File: config.mk
export PLATFORM = sky130hd
export DESIGN_NAME = source_tokenizer_unit_flat
export DESIGN_NICKNAME = d
export VERILOG_FILES = /design/src/stok_pkg.sv /design/src/stok_if.sv /design/src/source_tokenizer_unit.sv /design/src/stok_front.sv /design/src/stok_queue.sv /design/src/stok_back.sv /design/src/flat_wrapper.sv
export SDC_FILE = /design/constraint.sdc
export NUM_CORES = 2
export LEC_CHECK = 0
export BUFFER_PORTS_ARGS = -buffer_cell sky130_fd_sc_hd__buf_2
export CAP_MARGIN = 10
export CORE_ASPECT_RATIO = 1.5
export CORE_MARGIN = 1
export CORE_UTILIZATION = 40
export DETAILED_ROUTE_END_ITERATION = 6
export PLACE_DENSITY = 0.65
export SETUP_SLACK_MARGIN = 0.5
export SLEW_MARGIN = 20
export SYNTH_ARGS = -nofsm -noshare
export SYNTH_HDL_FRONTEND = slang
export SYNTH_SLANG_ARGS = --single-unit
export TNS_END_PERCENT = 5
File: constraint.sdc
create_clock -name clk -period 18.5 [get_ports clk]
set_clock_uncertainty 0.1 [all_clocks]
set_input_delay 2.775 -clock clk [delete_from_list [all_inputs] [get_ports clk]]
set_output_delay 2.775 -clock clk [all_outputs]
set_load 0.03 [all_outputs]
File: src/stok_pkg.sv
// Shared types, token codes and keyword lookup for the source tokenizer.
// Depends on nothing; every file that uses it refers to it by scoped names.
package stok_pkg;

  localparam int MAX_IDENT_CHARS_DEF  = 8;
  localparam int MAX_COMMENT_NEST_DEF = 7;
  localparam int NUM_DIGITS_MAX       = 8;
  localparam int QUEUE_DEPTH          = 4;
  localparam int SLOTS                = 3;

  localparam logic [5:0] K_IDENT   = 6'd0;
  localparam logic [5:0] K_NUMBER  = 6'd1;
  localparam logic [5:0] K_CONST   = 6'd2;
  localparam logic [5:0] K_IF      = 6'd3;
  localparam logic [5:0] K_ELSE    = 6'd4;
  localparam logic [5:0] K_INT     = 6'd5;
  localparam logic [5:0] K_BOOL    = 6'd6;
  localparam logic [5:0] K_WHILE   = 6'd7;
  localparam logic [5:0] K_WRITE   = 6'd8;
  localparam logic [5:0] K_READ    = 6'd9;
  localparam logic [5:0] K_TRUE    = 6'd10;
  localparam logic [5:0] K_FALSE   = 6'd11;
  localparam logic [5:0] K_PLUS    = 6'd12;
  localparam logic [5:0] K_MINUS   = 6'd13;
  localparam logic [5:0] K_TIMES   = 6'd14;
  localparam logic [5:0] K_SLASH   = 6'd15;
  localparam logic [5:0] K_MOD     = 6'd16;
  localparam logic [5:0] K_XOR     = 6'd17;
  localparam logic [5:0] K_LSS     = 6'd18;
  localparam logic [5:0] K_LEQ     = 6'd19;
  localparam logic [5:0] K_GTR     = 6'd20;
  localparam logic [5:0] K_GEQ     = 6'd21;
  localparam logic [5:0] K_BECOMES = 6'd22;
  localparam logic [5:0] K_EQL     = 6'd23;
  localparam logic [5:0] K_NOT     = 6'd24;
  localparam logic [5:0] K_NEQ     = 6'd25;
  localparam logic [5:0] K_AND     = 6'd26;
  localparam logic [5:0] K_LAND    = 6'd27;
  localparam logic [5:0] K_OR      = 6'd28;
  localparam logic [5:0] K_LOR     = 6'd29;
  localparam logic [5:0] K_LPAREN  = 6'd30;
  localparam logic [5:0] K_RPAREN  = 6'd31;
  localparam logic [5:0] K_LBRACE  = 6'd32;
  localparam logic [5:0] K_RBRACE  = 6'd33;
  localparam logic [5:0] K_COMMA   = 6'd34;
  localparam logic [5:0] K_PERIOD  = 6'd35;
  localparam logic [5:0] K_SEMI    = 6'd36;
  localparam logic [5:0] K_END     = 6'd37;
  localparam logic [5:0] K_UNKNOWN = 6'd38;
  localparam logic [5:0] K_RCLOSE  = 6'd39;

  typedef struct packed {
    logic [5:0]  kind;
    logic [26:0] value;
    logic [63:0] chars;
    logic [3:0]  len;
    logic        ovf;
  } token_t;

  // Up to three tokens caused by one character, in order.
  typedef struct packed {
    token_t [SLOTS-1:0] slot;
    logic [1:0]         cnt;
  } group_t;

  function automatic token_t simple_tok(input logic [5:0] kind);
    token_t t;
    t = '0;
    t.kind = kind;
    return t;
  endfunction

  // Keyword match on the kept text; bytes past the count are zero.
  function automatic token_t ident_tok(input logic [63:0] buf_v, input logic [3:0] cnt);
    token_t t;
    t = '0;
    if      (cnt == 4'd5 && buf_v == 64'h74736E6F63) t.kind = K_CONST;
    else if (cnt == 4'd2 && buf_v == 64'h6669)       t.kind = K_IF;
    else if (cnt == 4'd4 && buf_v == 64'h65736C65)   t.kind = K_ELSE;
    else if (cnt == 4'd3 && buf_v == 64'h746E69)     t.kind = K_INT;
    else if (cnt == 4'd4 && buf_v == 64'h6C6F6F62)   t.kind = K_BOOL;
    else if (cnt == 4'd5 && buf_v == 64'h656C696877) t.kind = K_WHILE;
    else if (cnt == 4'd5 && buf_v == 64'h6574697277) t.kind = K_WRITE;
    else if (cnt == 4'd4 && buf_v == 64'h64616572)   t.kind = K_READ;
    else if (cnt == 4'd4 && buf_v == 64'h65757274) begin
      t.kind  = K_TRUE;
      t.value = 27'd1;
    end else if (cnt == 4'd5 && buf_v == 64'h65736C6166) t.kind = K_FALSE;
    else begin
      t.kind  = K_IDENT;
      t.chars = buf_v;
      t.len   = cnt;
    end
    return t;
  endfunction

endpackage

File: src/stok_if.sv
// Valid/ready channel interfaces for characters in and tokens out.
// Depends on nothing.
interface stok_char_if;
  logic       valid;
  logic       ready;
  logic [7:0] ch;
  logic       end_of_input;
  modport source (output valid, ch, end_of_input, input ready);
  modport sink (input valid, ch, end_of_input, output ready);
endinterface

interface stok_token_if;
  logic        valid;
  logic        ready;
  logic [5:0]  token_kind;
  logic [26:0] number_value;
  logic [63:0] ident_chars;
  logic [3:0]  ident_length;
  logic        overflow_flag;
  logic        last_of_run;
  modport source (output valid, token_kind, number_value, ident_chars, ident_length,
                  overflow_flag, last_of_run, input ready);
  modport sink (input valid, token_kind, number_value, ident_chars, ident_length,
                overflow_flag, last_of_run, output ready);
endinterface

File: src/source_tokenizer_unit.sv
// Top level of the source tokenizer: front scanner, group queue, token emitter.
// Depends on stok_pkg, stok_if, stok_front, stok_queue and stok_back.
//
// Usage:
//   chars  - one source byte per item (ch, end_of_input), valid/ready.
//   tokens - one token per item; last_of_run marks the last token that a
//            given character caused (a character causes zero to three).
// The front takes one character per cycle and resolves all its tokens in that
// same cycle; a character that causes tokens pushes one group into a
// four-entry queue. The back presents the tokens of the head group one per
// cycle from registers. A group goes through the queue and then the back's
// group register. Throughput: one character per cycle while the queue has
// room; the token port sets the long-run rate at one token per cycle.
// When the token receiver stalls, the queue fills and then chars.ready drops;
// nothing is lost. Reset clears scanner state, queue and emitter: no token is
// shown in the cycle after reset. end_of_input flushes the pending token,
// appends an end token and returns the scanner to its reset state.
module source_tokenizer_unit #(
  parameter int MAX_IDENT_CHARS  = stok_pkg::MAX_IDENT_CHARS_DEF,
  parameter int MAX_COMMENT_NEST = stok_pkg::MAX_COMMENT_NEST_DEF
) (
  input  logic         clk,
  input  logic         rst,
  stok_char_if.sink    chars,
  stok_token_if.source tokens
);
  // Group handoff between front and back.
  logic             push, q_full, pop, q_nonempty;
  stok_pkg::group_t wgroup, rgroup;

  // Classify and accumulate; drop whitespace and comments here.
  stok_front #(
    .MAX_IDENT_CHARS  (MAX_IDENT_CHARS),
    .MAX_COMMENT_NEST (MAX_COMMENT_NEST)
  ) u_front (
    .clk    (clk),
    .rst    (rst),
    .chars  (chars),
    .q_full (q_full),
    .push   (push),
    .group  (wgroup)
  );

  // Hold groups so a stalled receiver does not stop the scanner at once.
  stok_queue u_queue (
    .clk      (clk),
    .rst      (rst),
    .push     (push),
    .wdata    (wgroup),
    .full     (q_full),
    .pop      (pop),
    .nonempty (q_nonempty),
    .rdata    (rgroup)
  );

  // Advance through each group one token per accepted transfer.
  stok_back u_back (
    .clk        (clk),
    .rst        (rst),
    .q_nonempty (q_nonempty),
    .q_data     (rgroup),
    .pop        (pop),
    .tokens     (tokens)
  );

endmodule

File: src/stok_front.sv
// Scanner front: classify one character per cycle while the queue has room and build its token group.
// Depends on stok_pkg and stok_char_if.
module stok_front #(
  parameter int MAX_IDENT_CHARS  = stok_pkg::MAX_IDENT_CHARS_DEF,
  parameter int MAX_COMMENT_NEST = stok_pkg::MAX_COMMENT_NEST_DEF
) (
  input  logic              clk,
  input  logic              rst,
  stok_char_if.sink         chars,
  input  logic              q_full,
  output logic              push,
  output stok_pkg::group_t  group
);
  localparam int DW = $clog2(MAX_COMMENT_NEST + 1);

  typedef enum logic [3:0] {
    M_IDLE, M_IDENT, M_NUM, M_LT, M_EQ, M_GT, M_BANG, M_AMP, M_BAR,
    M_SLASH, M_STAR, M_CMT, M_CMT_STAR, M_CMT_SLASH
  } mode_t;

  typedef struct packed {
    mode_t      mode;
    logic       lca;
    logic       start_ident;
    logic       start_num;
    logic       emit;
    logic [5:0] kind;
  } idle_res_t;

  mode_t       mode, mode_next;
  logic [63:0] ibuf, ibuf_next;
  logic [3:0]  icnt, icnt_next;
  logic [26:0] acc, acc_next;
  logic [3:0]  dcnt, dcnt_next;
  logic [DW-1:0] depth, depth_next;
  logic        lca, lca_next;

  logic [7:0]  c;
  logic        fire, rescan;
  idle_res_t   sc;
  stok_pkg::token_t [3:0] cand;
  logic [3:0]  cv;
  logic [2:0]  k;

  function automatic logic is_alpha(input logic [7:0] x);
    return (x >= "a" && x <= "z") || (x >= "A" && x <= "Z");
  endfunction

  function automatic logic is_digit(input logic [7:0] x);
    return x >= "0" && x <= "9";
  endfunction

  function automatic idle_res_t idle_scan(input logic [7:0] x, input logic lc);
    idle_res_t r;
    r = '0;
    r.mode = M_IDLE;
    if (lc) begin
      r.lca = (x != 8'h0A);
    end else if (x == " " || (x >= 8'd9 && x <= 8'd13)) begin
      r.lca = 1'b0;
    end else if (is_alpha(x)) begin
      r.mode = M_IDENT;
      r.start_ident = 1'b1;
    end else if (is_digit(x)) begin
      r.mode = M_NUM;
      r.start_num = 1'b1;
    end else begin
      r.emit = 1'b1;
      case (x)
        "<": begin r.mode = M_LT; r.emit = 1'b0; end
        "=": begin r.mode = M_EQ; r.emit = 1'b0; end
        ">": begin r.mode = M_GT; r.emit = 1'b0; end
        "!": begin r.mode = M_BANG; r.emit = 1'b0; end
        "&": begin r.mode = M_AMP; r.emit = 1'b0; end
        "|": begin r.mode = M_BAR; r.emit = 1'b0; end
        "/": begin r.mode = M_SLASH; r.emit = 1'b0; end
        "*": begin r.mode = M_STAR; r.emit = 1'b0; end
        "+": r.kind = stok_pkg::K_PLUS;
        "-": r.kind = stok_pkg::K_MINUS;
        "(": r.kind = stok_pkg::K_LPAREN;
        ")": r.kind = stok_pkg::K_RPAREN;
        "{": r.kind = stok_pkg::K_LBRACE;
        "}": r.kind = stok_pkg::K_RBRACE;
        ",": r.kind = stok_pkg::K_COMMA;
        ".": r.kind = stok_pkg::K_PERIOD;
        ";": r.kind = stok_pkg::K_SEMI;
        "%": r.kind = stok_pkg::K_MOD;
        "^": r.kind = stok_pkg::K_XOR;
        default: r.kind = stok_pkg::K_UNKNOWN;
      endcase
    end
    return r;
  endfunction

  function automatic stok_pkg::token_t num_tok(input logic [26:0] a, input logic [3:0] d);
    stok_pkg::token_t t;
    t = stok_pkg::simple_tok(stok_pkg::K_NUMBER);
    if (d > 4'(stok_pkg::NUM_DIGITS_MAX)) t.ovf = 1'b1;
    else t.value = a;
    return t;
  endfunction

  assign c           = chars.ch;
  assign chars.ready = !q_full && !rst;
  assign fire        = chars.valid && chars.ready;

  always_comb begin
    mode_next  = mode;
    ibuf_next  = ibuf;
    icnt_next  = icnt;
    acc_next   = acc;
    dcnt_next  = dcnt;
    depth_next = depth;
    lca_next   = lca;
    cand       = '0;
    cv         = '0;
    rescan     = 1'b0;
    sc         = idle_scan(c, lca);
    group      = '0;
    k          = '0;

    case (mode)
      M_IDENT: begin
        if (is_alpha(c) || is_digit(c)) begin
          if (icnt < 4'(MAX_IDENT_CHARS)) begin
            ibuf_next = ibuf | (64'(c) << {icnt[2:0], 3'b000});
            icnt_next = icnt + 4'd1;
          end
        end else begin
          cand[0] = stok_pkg::ident_tok(ibuf, icnt);
          cv[0]   = 1'b1;
          rescan  = 1'b1;
        end
      end
      M_NUM: begin
        if (is_digit(c)) begin
          if (dcnt < 4'(stok_pkg::NUM_DIGITS_MAX))
            acc_next = (acc << 3) + (acc << 1) + 27'(c - "0");
          if (dcnt < 4'd9) dcnt_next = dcnt + 4'd1;
        end else begin
          cand[0] = num_tok(acc, dcnt);
          cv[0]   = 1'b1;
          rescan  = 1'b1;
        end
      end
      M_LT, M_EQ, M_GT, M_BANG, M_AMP, M_BAR, M_STAR: begin
        cv[0] = 1'b1;
        if ((mode == M_AMP && c == "&") || (mode == M_BAR && c == "|") ||
            (mode == M_STAR && c == "/") ||
            (c == "=" && mode != M_AMP && mode != M_BAR && mode != M_STAR)) begin
          mode_next = M_IDLE;
          case (mode)
            M_LT:    cand[0] = stok_pkg::simple_tok(stok_pkg::K_LEQ);
            M_EQ:    cand[0] = stok_pkg::simple_tok(stok_pkg::K_EQL);
            M_GT:    cand[0] = stok_pkg::simple_tok(stok_pkg::K_GEQ);
            M_BANG:  cand[0] = stok_pkg::simple_tok(stok_pkg::K_NEQ);
            M_AMP:   cand[0] = stok_pkg::simple_tok(stok_pkg::K_LAND);
            M_BAR:   cand[0] = stok_pkg::simple_tok(stok_pkg::K_LOR);
            default: cand[0] = stok_pkg::simple_tok(stok_pkg::K_RCLOSE);
          endcase
        end else begin
          rescan = 1'b1;
          case (mode)
            M_LT:    cand[0] = stok_pkg::simple_tok(stok_pkg::K_LSS);
            M_EQ:    cand[0] = stok_pkg::simple_tok(stok_pkg::K_BECOMES);
            M_GT:    cand[0] = stok_pkg::simple_tok(stok_pkg::K_GTR);
            M_BANG:  cand[0] = stok_pkg::simple_tok(stok_pkg::K_NOT);
            M_AMP:   cand[0] = stok_pkg::simple_tok(stok_pkg::K_AND);
            M_BAR:   cand[0] = stok_pkg::simple_tok(stok_pkg::K_OR);
            default: cand[0] = stok_pkg::simple_tok(stok_pkg::K_TIMES);
          endcase
        end
      end
      M_SLASH: begin
        if (c == "*") begin
          mode_next  = M_CMT;
          depth_next = DW'(1);
        end else if (c == "/") begin
          mode_next = M_IDLE;
          lca_next  = 1'b1;
        end else begin
          cand[0] = stok_pkg::simple_tok(stok_pkg::K_SLASH);
          cv[0]   = 1'b1;
          rescan  = 1'b1;
        end
      end
      M_CMT: begin
        if (c == "*") mode_next = M_CMT_STAR;
        else if (c == "/") mode_next = M_CMT_SLASH;
      end
      M_CMT_STAR: begin
        if (c == "/") begin
          if (depth <= DW'(1)) begin
            depth_next = '0;
            mode_next  = M_IDLE;
          end else begin
            depth_next = depth - DW'(1);
            mode_next  = M_CMT;
          end
        end else if (c != "*") begin
          mode_next = M_CMT;
        end
      end
      M_CMT_SLASH: begin
        if (c == "*") begin
          if (depth < DW'(MAX_COMMENT_NEST)) depth_next = depth + DW'(1);
          mode_next = M_CMT;
        end else if (c != "/") begin
          mode_next = M_CMT;
        end
      end
      default: rescan = 1'b1;
    endcase

    // A character seen in idle, or one that broke a token, is scanned from idle.
    if (rescan) begin
      mode_next = sc.mode;
      lca_next  = sc.lca;
      if (sc.start_ident) begin
        ibuf_next = 64'(c);
        icnt_next = 4'd1;
      end
      if (sc.start_num) begin
        acc_next  = 27'(c - "0");
        dcnt_next = 4'd1;
      end
      cv[1]   = sc.emit;
      cand[1] = stok_pkg::simple_tok(sc.kind);
    end

    // End of source: flush what is pending, add the end token, drop all state.
    if (chars.end_of_input) begin
      cv[2] = 1'b1;
      case (mode_next)
        M_IDENT: cand[2] = stok_pkg::ident_tok(ibuf_next, icnt_next);
        M_NUM:   cand[2] = num_tok(acc_next, dcnt_next);
        M_LT:    cand[2] = stok_pkg::simple_tok(stok_pkg::K_LSS);
        M_EQ:    cand[2] = stok_pkg::simple_tok(stok_pkg::K_BECOMES);
        M_GT:    cand[2] = stok_pkg::simple_tok(stok_pkg::K_GTR);
        M_BANG:  cand[2] = stok_pkg::simple_tok(stok_pkg::K_NOT);
        M_AMP:   cand[2] = stok_pkg::simple_tok(stok_pkg::K_AND);
        M_BAR:   cand[2] = stok_pkg::simple_tok(stok_pkg::K_OR);
        M_SLASH: cand[2] = stok_pkg::simple_tok(stok_pkg::K_SLASH);
        M_STAR:  cand[2] = stok_pkg::simple_tok(stok_pkg::K_TIMES);
        default: cv[2] = 1'b0;
      endcase
      cand[3]    = stok_pkg::simple_tok(stok_pkg::K_END);
      cv[3]      = 1'b1;
      mode_next  = M_IDLE;
      ibuf_next  = '0;
      icnt_next  = '0;
      acc_next   = '0;
      dcnt_next  = '0;
      depth_next = '0;
      lca_next   = 1'b0;
    end

    for (int i = 0; i < 4; i++) begin
      if (cv[i]) begin
        if (k < 3'(stok_pkg::SLOTS)) group.slot[k[1:0]] = cand[i];
        k = k + 3'd1;
      end
    end
    group.cnt = (k > 3'(stok_pkg::SLOTS)) ? 2'(stok_pkg::SLOTS) : k[1:0];
  end

  assign push = fire && (group.cnt != 2'd0);

  always_ff @(posedge clk) begin
    if (rst) begin
      mode  <= M_IDLE;
      ibuf  <= '0;
      icnt  <= '0;
      acc   <= '0;
      dcnt  <= '0;
      depth <= '0;
      lca   <= 1'b0;
    end else if (fire) begin
      mode  <= mode_next;
      ibuf  <= ibuf_next;
      icnt  <= icnt_next;
      acc   <= acc_next;
      dcnt  <= dcnt_next;
      depth <= depth_next;
      lca   <= lca_next;
    end
  end

endmodule

File: src/stok_queue.sv
// Short FIFO of token groups between the scanner front and the emitter back.
// Depends on stok_pkg.
module stok_queue (
  input  logic             clk,
  input  logic             rst,
  input  logic             push,
  input  stok_pkg::group_t wdata,
  output logic             full,
  input  logic             pop,
  output logic             nonempty,
  output stok_pkg::group_t rdata
);
  localparam int AW = $clog2(stok_pkg::QUEUE_DEPTH);

  stok_pkg::group_t entry [stok_pkg::QUEUE_DEPTH];
  logic [AW-1:0] wptr, rptr;
  logic [AW:0]   count;

  assign full     = (count == (AW+1)'(stok_pkg::QUEUE_DEPTH));
  assign nonempty = (count != '0);
  assign rdata    = entry[rptr];

  always_ff @(posedge clk) begin
    if (push) entry[wptr] <= wdata;
  end

  always_ff @(posedge clk) begin
    if (rst) begin
      wptr  <= '0;
      rptr  <= '0;
      count <= '0;
    end else begin
      if (push) wptr <= (wptr == AW'(stok_pkg::QUEUE_DEPTH - 1)) ? '0 : wptr + AW'(1);
      if (pop)  rptr <= (rptr == AW'(stok_pkg::QUEUE_DEPTH - 1)) ? '0 : rptr + AW'(1);
      count <= count + (AW+1)'(push) - (AW+1)'(pop);
    end
  end

endmodule

File: src/stok_back.sv
// Emitter back: hold one token group and hand its tokens out one at a time.
// Depends on stok_pkg and stok_token_if.
module stok_back (
  input  logic             clk,
  input  logic             rst,
  input  logic             q_nonempty,
  input  stok_pkg::group_t q_data,
  output logic             pop,
  stok_token_if.source     tokens
);
  stok_pkg::group_t grp;
  logic [1:0]       idx;
  logic             have;
  logic             last;
  stok_pkg::token_t cur;

  assign cur  = grp.slot[idx];
  assign last = (idx == grp.cnt - 2'd1);
  assign pop  = q_nonempty && (!have || (tokens.ready && last));

  assign tokens.valid         = have;
  assign tokens.token_kind    = cur.kind;
  assign tokens.number_value  = cur.value;
  assign tokens.ident_chars   = cur.chars;
  assign tokens.ident_length  = cur.len;
  assign tokens.overflow_flag = cur.ovf;
  assign tokens.last_of_run   = last;

  always_ff @(posedge clk) begin
    if (rst) begin
      have <= 1'b0;
      idx  <= '0;
    end else if (pop) begin
      have <= 1'b1;
      idx  <= '0;
      grp  <= q_data;
    end else if (have && tokens.ready) begin
      if (last) have <= 1'b0;
      else idx <= idx + 2'd1;
    end
  end

endmodule

File: src/flat_wrapper.sv
// flat-port wrapper written by rule: the top's interface ports become plain ports
module source_tokenizer_unit_flat 
#(
  parameter int MAX_IDENT_CHARS  = stok_pkg::MAX_IDENT_CHARS_DEF,
  parameter int MAX_COMMENT_NEST = stok_pkg::MAX_COMMENT_NEST_DEF
)
  (clk, rst, chars_valid, chars_ch, chars_end_of_input, chars_ready, tokens_valid, tokens_token_kind, tokens_number_value, tokens_ident_chars, tokens_ident_length, tokens_overflow_flag, tokens_last_of_run, tokens_ready);
  stok_char_if chars_i ();
  stok_token_if tokens_i ();
  input  logic clk;
  input  logic rst;
  input wire logic [$bits(chars_i.valid)-1:0] chars_valid;
  input wire logic [$bits(chars_i.ch)-1:0] chars_ch;
  input wire logic [$bits(chars_i.end_of_input)-1:0] chars_end_of_input;
  output wire logic [$bits(chars_i.ready)-1:0] chars_ready;
  output wire logic [$bits(tokens_i.valid)-1:0] tokens_valid;
  output wire logic [$bits(tokens_i.token_kind)-1:0] tokens_token_kind;
  output wire logic [$bits(tokens_i.number_value)-1:0] tokens_number_value;
  output wire logic [$bits(tokens_i.ident_chars)-1:0] tokens_ident_chars;
  output wire logic [$bits(tokens_i.ident_length)-1:0] tokens_ident_length;
  output wire logic [$bits(tokens_i.overflow_flag)-1:0] tokens_overflow_flag;
  output wire logic [$bits(tokens_i.last_of_run)-1:0] tokens_last_of_run;
  input wire logic [$bits(tokens_i.ready)-1:0] tokens_ready;
  assign chars_i.valid = chars_valid;
  assign chars_i.ch = chars_ch;
  assign chars_i.end_of_input = chars_end_of_input;
  assign chars_ready = chars_i.ready;
  assign tokens_valid = tokens_i.valid;
  assign tokens_token_kind = tokens_i.token_kind;
  assign tokens_number_value = tokens_i.number_value;
  assign tokens_ident_chars = tokens_i.ident_chars;
  assign tokens_ident_length = tokens_i.ident_length;
  assign tokens_overflow_flag = tokens_i.overflow_flag;
  assign tokens_last_of_run = tokens_i.last_of_run;
  assign tokens_i.ready = tokens_ready;
  source_tokenizer_unit #(.MAX_IDENT_CHARS(MAX_IDENT_CHARS), .MAX_COMMENT_NEST(MAX_COMMENT_NEST)) u_core (.clk(clk), .rst(rst), .chars(chars_i), .tokens(tokens_i));
endmodule
Word-level counts from Yosys, hierarchy flattened
Memory sizes are Yosys's and may differ from the RTL's. A register that Yosys moved wholly into a read port is not among the register bits.
Cells that the tools add are included.
{ "op_classes": {"n_addsub": 16, "magnitude_cmp": 26, "n_eq_ne": 86, "shifts": 1, "mux": 160, "n_bitwise": 3, "reduce_logical": 66} }
{ "op_table": {"columns": ["op", "count"], "rows": [
  ["$mux W306", 6],
  ["$mux W69", 16],
  ["$pmux W102 S10", 1],
  ["$bwmux W306", 3],
  ["$mux W102", 8],
  ["$demux W102 S2", 3],
  ["$pmux W102 S6", 1],
  ["$pmux W101 S6", 1],
  ["$eq A64 B31 Y1 const B", 8],
  ["$eq A64 B39 Y1 const B", 8],
  ["$pmux W102 S4", 1],
  ["$mux W64", 6],
  ["$mux W68", 4],
  ["$mux W27", 8],
  ["$bmux W102 S2", 1],
  ["$mux W204", 1],
  ["$mux W100", 2],
  ["$eq A64 B15 Y1 const B", 2],
  ["$eq A64 B23 Y1 const B", 2],
  ["$eq A8 B6 Y1 const B", 16],
  ["$mux W4", 30],
  ["$mux W6", 18],
  ["$mux W97", 1],
  ["$pmux W6 S12", 1],
  ["other kinds (64)", 210]
]} }
{ "totals": {"ff_bits": 117, "ramBits": 1232, "wordCells": 371, "n_memories": 1} }
{ "memory_table": {"columns": ["name", "depth", "width", "rd", "rd_ports_with_merged_regs", "wr", "line_no", "source"], "rows": [
  ["u_core.u_queue.entry", 4, 308, 1, 1, 1, "stok_queue.sv:15", "stok_pkg::group_t entry [stok_pkg::QUEUE_DEPTH];"]
]} }

Depth between registers and ports, before layout
{ "logic_depth": {"word_depth": 29, "depth_mapped": 30} }

By module
A second synthesis with hierarchy kept.
{ "hier_totals": {"cells_unflattened": 4364, "area_unflattened_um2": 69842.0} }
{ "modules_own_cells": {"columns": ["mod", "instances", "cells_per_inst", "area_each_um2"], "rows": [
  ["stok_queue", 1, 1650, 44840.5],
  ["stok_front", 1, 2036, 13227.7],
  ["stok_back", 1, 678, 11773.8]
]} }

Least setup slack after synthesis
OpenSTA, ideal clock, no wires.
{ "synth_timing": {"path_kind": "input -> register", "from": "input port tokens_ready", "to": "register u_core.u_back.grp[0] in the netlist's numbering (enable)", "arrival_time_ns": 16.800, "required_ns": 17.384, "slack_ns": 0.584, "stages": 3, "n_path_buf": 0, "path_cell_list": "nand2_1 a21oi_1 nor2b_1"} }
{ "synth_via": {"elab_chain_len": 4} }
{ "synth_rtl": {"columns": ["element", "line_no", "source"], "rows": [
  ["start, declared", "flat_wrapper.sv:23", "input wire logic [$bits(tokens_i.ready)-1:0] tokens_ready;"],
  ["$logic_and A1 B1 Y1", "stok_back.sv:19", "assign pop = q_nonempty && (!have || (tokens.ready && last));"],
  ["$logic_or A1 B1 Y1", "stok_back.sv:19", null],
  ["$logic_and A1 B1 Y1", "stok_back.sv:19", null],
  ["via u_core.pop", "source_tokenizer_unit.sv:28", "logic push, q_full, pop, q_nonempty;"],
  ["$reduce_and A2 Y1 (no line)", null, null],
  ["end signal, assigned", "stok_back.sv:36", "grp <= q_data;"],
  ["end, declared", "stok_back.sv:11", "stok_pkg::group_t grp;"]
]} }
The timed path passes the listed nets, and every way through them passes these cells.
A chain may end at the register's enable or synchronous reset.

==> qor.csv <==
stage;metric;value;unit
route;firstDrtPassIters;6;
synthesis;yosysWarnings;0;
setup_path;critPathSlowestCell;buf_4;
die;boundaryPins;118;
setup_path;worst-setup-path-type;in -> reg;
synthesis;synth.distinct_cells;112;
route;wire_per_inst;27.35;µm
timing;finalCriticalPeriod;10840;ps
layout;fillers;14840;
die;die-area;0.1765;mm²
layout;drive_above_1_share;18.11;%
timing;fin_crit_sh;58.61;%
route;viasPerCell;5.833;
grt;busiest_layer;met2;
setup_path;path_depth;19;
setup_path;reg2regPathDepth;17;
synthesis;synth_area;0.06993;mm²
grt;grtUsageMet3;3.292;%
synthesis;synth_common_cells;1540 x edfxtp_1, 495 x nor2_1, 308 x mux4_2;
grt;use_met1;25.53;%
die;die_w;343.4;µm
placed_design;io_buffers;117;
layout;syn_to_final_growth;11.16;%
synthesis;synth_top_area_share;66.13;%
setup_path;arrival;11150;ps
synthesis;ys_ff_latch;1657;
synthesis;ys.flop_type;edfxtp_1;
synthesis;yosys-top-cells-area;edfxtp_1 66%, mux4_2 9.9%, dfxtp_1 3.3%;
setup_path;cp-endpoint;u_core.u_queue.entry[1][30];
min_path;hold_class;reg -> reg;
synthesis;synth_nets;4443;
timing;setup_viol_count_final;0;
clocking;cts_tree;done;
timing;final_hold_viol_count;0;
timing;rsz0062_at_grt;false;
setup_path;crit_required;18810;ps
placed_design;placed_area;0.07295;mm²
timing;slew-limit-headroom;18.19;%
timing;worst_pin_slew;1214;ps
clocking;cts-root-buf;clkbuf_16;
synthesis;syn_inst;4350;
layout;regArea;0.04860;mm²
setup_path;r2r_slack;9510;ps
setup_path;max_stage_delay;870;ps
synthesis;synth_edf_count;1540;
grt;overflow;0;
setup_path;path_buf_inv;4;
grt;grt_usage;21.05;%
setup_path;crit_start;chars_ch[4];
layout;multiInputGateArea;0.02000;mm²
die;start_util;40.33;%
setup_path;cpMostUsedCell;ha_1;
setup_path;r2r-end;u_core.u_queue.entry[1][30];
layout;fin_area;0.07773;mm²
clocking;cts_resized;0;
grt;grt_use_met2;36.35;%
clocking;insertion_delay;810;ps
clocking;hold_buffers;0;
die;die_h;514.1;µm
grt;grt_pass1_vias;39970;
clocking;cts.path.max_buffers;3;
clocking;path_clk_slew;60;ps
setup_path;crit_family;compound AO/OA/AOI/OAI gates;
synthesis;synth.avg_cell_area;16.07;µm²
route;dr_total_vias;39770;
setup_path;critPathLaunchType;input pin;
placed_design;dp_hpwl;116.9;mm
setup_path;critical_path.cell_chain;buf_2 > ha_1 > nor3b_1 > o2111ai_1 > a211oi_2 > o31a_2 > nand2b_1 > a32o_1 > o32ai_4 > nand2_2 > fa_1 > inv_1 > ha_1 > o41ai_1 > nand3b_1 > o21a_1 > and2_4 > buf_12 > buf_4;
power_and_ir_drop;pwr_density_cell;121.6;mW/mm²
setup_path;reg2reg_from;u_core.u_front.mode[3];
grt;antenna_found_initial;9;
layout;finalNonFillerCells;6817;
synthesis;synth_most_common_cell;edfxtp_1;
run_status;outcome;completed;
timing;clock.fmax;92.22;MHz
route;antenna_left;0;
layout;final_nets;4515;
route;first_iter_violations;3609;
layout;fin_util;44.83;%
clocking;cts_buffers;151;
setup_path;end_kind;flip-flop;
clocking;cts_max_level;4;
run;drv_cap;0;
setup_path;crit_fanout;127;
placed_design;place_inst;6537;
grt;grt_max_degree;137;
die;core;0.1734;mm²
die;rows;187;
power_and_ir_drop;p_leak;23.77;nW
timing;report.final.slew_viol_count;0;
power_and_ir_drop;peakVddDrop;0.1935;mV
clocking;cts_sinks;1657;
clocking;cts_setup_buffers;0;
synthesis;synth.largest_area_cell;edfxtp_1;
synthesis;yosysSeqAreaShare;69.48;%
synthesis;synthArstFlopShare;0;%
route;drc;0;
route;finalWirelength;186.4;mm
grt;grt_pass1_wl;272.3;mm
timing;finalSetupTns;0;ps
placed_design;place.gp.congestion;1.008;
[cell families (layout without fill, tap and decap cells)]
group | after synthesis | count (layout) | share of synthesized area, %
xor gates and xnor gates | 34 | 34 | 0.4259
adders and majority gates | 80 | 80 | 1.711
other | 0 | 5 | 0
muxes | 423 | 423 | 11.57
DFF | 1657 | 1657 | 69.48
AOI/OAI and AO/OA | 691 | 691 | 7.036
buffers and inverters | 337 | 531 | 2.043
and+or+nand+nor | 1128 | 1128 | 7.728
[routing by layer]
layer | vias up | wire length (µm) | share of wire (%)
met1 | 20540 | 71770 | 38
met2 | 1431 | 95890 | 51
met3 | 432 | 9313 | 5.0
li1 | 17350 | - | -
met4 | 10 | 9394 | 5.0
met5 | - | 68 | 0.036
[metrics by stage]
step	power, mW	setup slack, ps	hold slack (ps)
finish	9.454	7656	384.9
CTS	9.578	7780	392.4
global placement	6.554	6990	379.2
global route	9.804	7246	402.5
floorplan	6.138	583.8	359.7
detailed placement	6.579	6924	383.6
[tightest hold or removal path, stage by stage (launching register included)]
cell     delay, ps
dfxtp_1        330
nand2_1         60
a21oi_1         50
[worst min-delay path by stage]
stage,start,endpoint,slack (ps),cells after the start
after floorplan,u_core.u_front.ibuf[55],u_core.u_front.ibuf[55],360,2
after global placement,u_core.u_back.tokens.valid,u_core.u_back.tokens.valid,380,2
after detailed placement,u_core.u_back.tokens.valid,u_core.u_back.tokens.valid,380,2
after CTS,u_core.u_back.tokens.valid,u_core.u_back.tokens.valid,390,2
after global routing,u_core.u_back.tokens.valid,u_core.u_back.tokens.valid,400,2
final,u_core.u_back.tokens.valid,u_core.u_back.tokens.valid,380,2
[final cells by class]
| cell class | instances | area share (%) |
|---|---|---|
| flip-flops and latches | 1657 | 62.53 |
| multi-input cells | 2356 | 25.73 |
| clock buffers | 193 | 5.172 |
| well taps | 2268 | 3.651 |
| repair buffers | 195 | 1.671 |
| clock inverters | 82 | 0.9353 |
| inverters | 61 | 0.2946 |
| diodes | 5 | 0.01610 |
[power by group]
group	switching [mW]	internal, mW	leakage (nW)
Sequential	0.124	4.52	15.0
Combinational	1.07	0.724	6.50
Clock	1.37	1.64	2.29
[cell usage in the layout (no fill, tap or decap), drive strengths merged, types with 14 or more instances in the layout]
| master | count |
|---|---|
| a2111oi | 28 |
| a211oi | 23 |
| a21o | 16 |
| a21oi | 145 |
| a22o | 25 |
| a22oi | 43 |
| a31oi | 20 |
| a32o | 16 |
| a32oi | 49 |
| and2 | 26 |
| and3 | 14 |
| buf | 195 |
| clkbuf | 193 |
| clkinv | 63 |
| dfxtp | 117 |
| edfxtp | 1540 |
| fa | 26 |
| ha | 54 |
| inv | 67 |
| mux2i | 111 |
| mux4 | 308 |
| nand2 | 232 |
| nand2b | 39 |
| nand3 | 60 |
| nand4 | 30 |
| nor2 | 500 |
| nor2b | 21 |
| nor3 | 66 |
| nor4 | 39 |
| o211ai | 18 |
| o21a | 20 |
| o21ai | 162 |
| o22ai | 23 |
| or2 | 20 |
| or3 | 18 |
| xnor2 | 21 |
[sequential cells by signal (all words and copies together) (netlist names)]
| name | flops |
|---|---|
| u_core.u_front.dcnt | 4 |
| u_core.u_front.icnt | 4 |
| u_core.u_back.tokens.valid | 1 |
| u_core.u_front.depth | 3 |
| u_core.u_queue.wptr | 2 |
| u_core.u_front.ibuf | 64 |
| u_core.u_queue.count | 3 |
| u_core.u_front.lca | 1 |
| u_core.u_front.acc | 27 |
| u_core.u_front.mode | 4 |
| u_core.u_back.grp | 308 |
| u_core.u_back.idx | 2 |
| u_core.u_queue.entry | 1232 |
| u_core.u_queue.rptr | 2 |
Power figures use the tool's default switching activity.
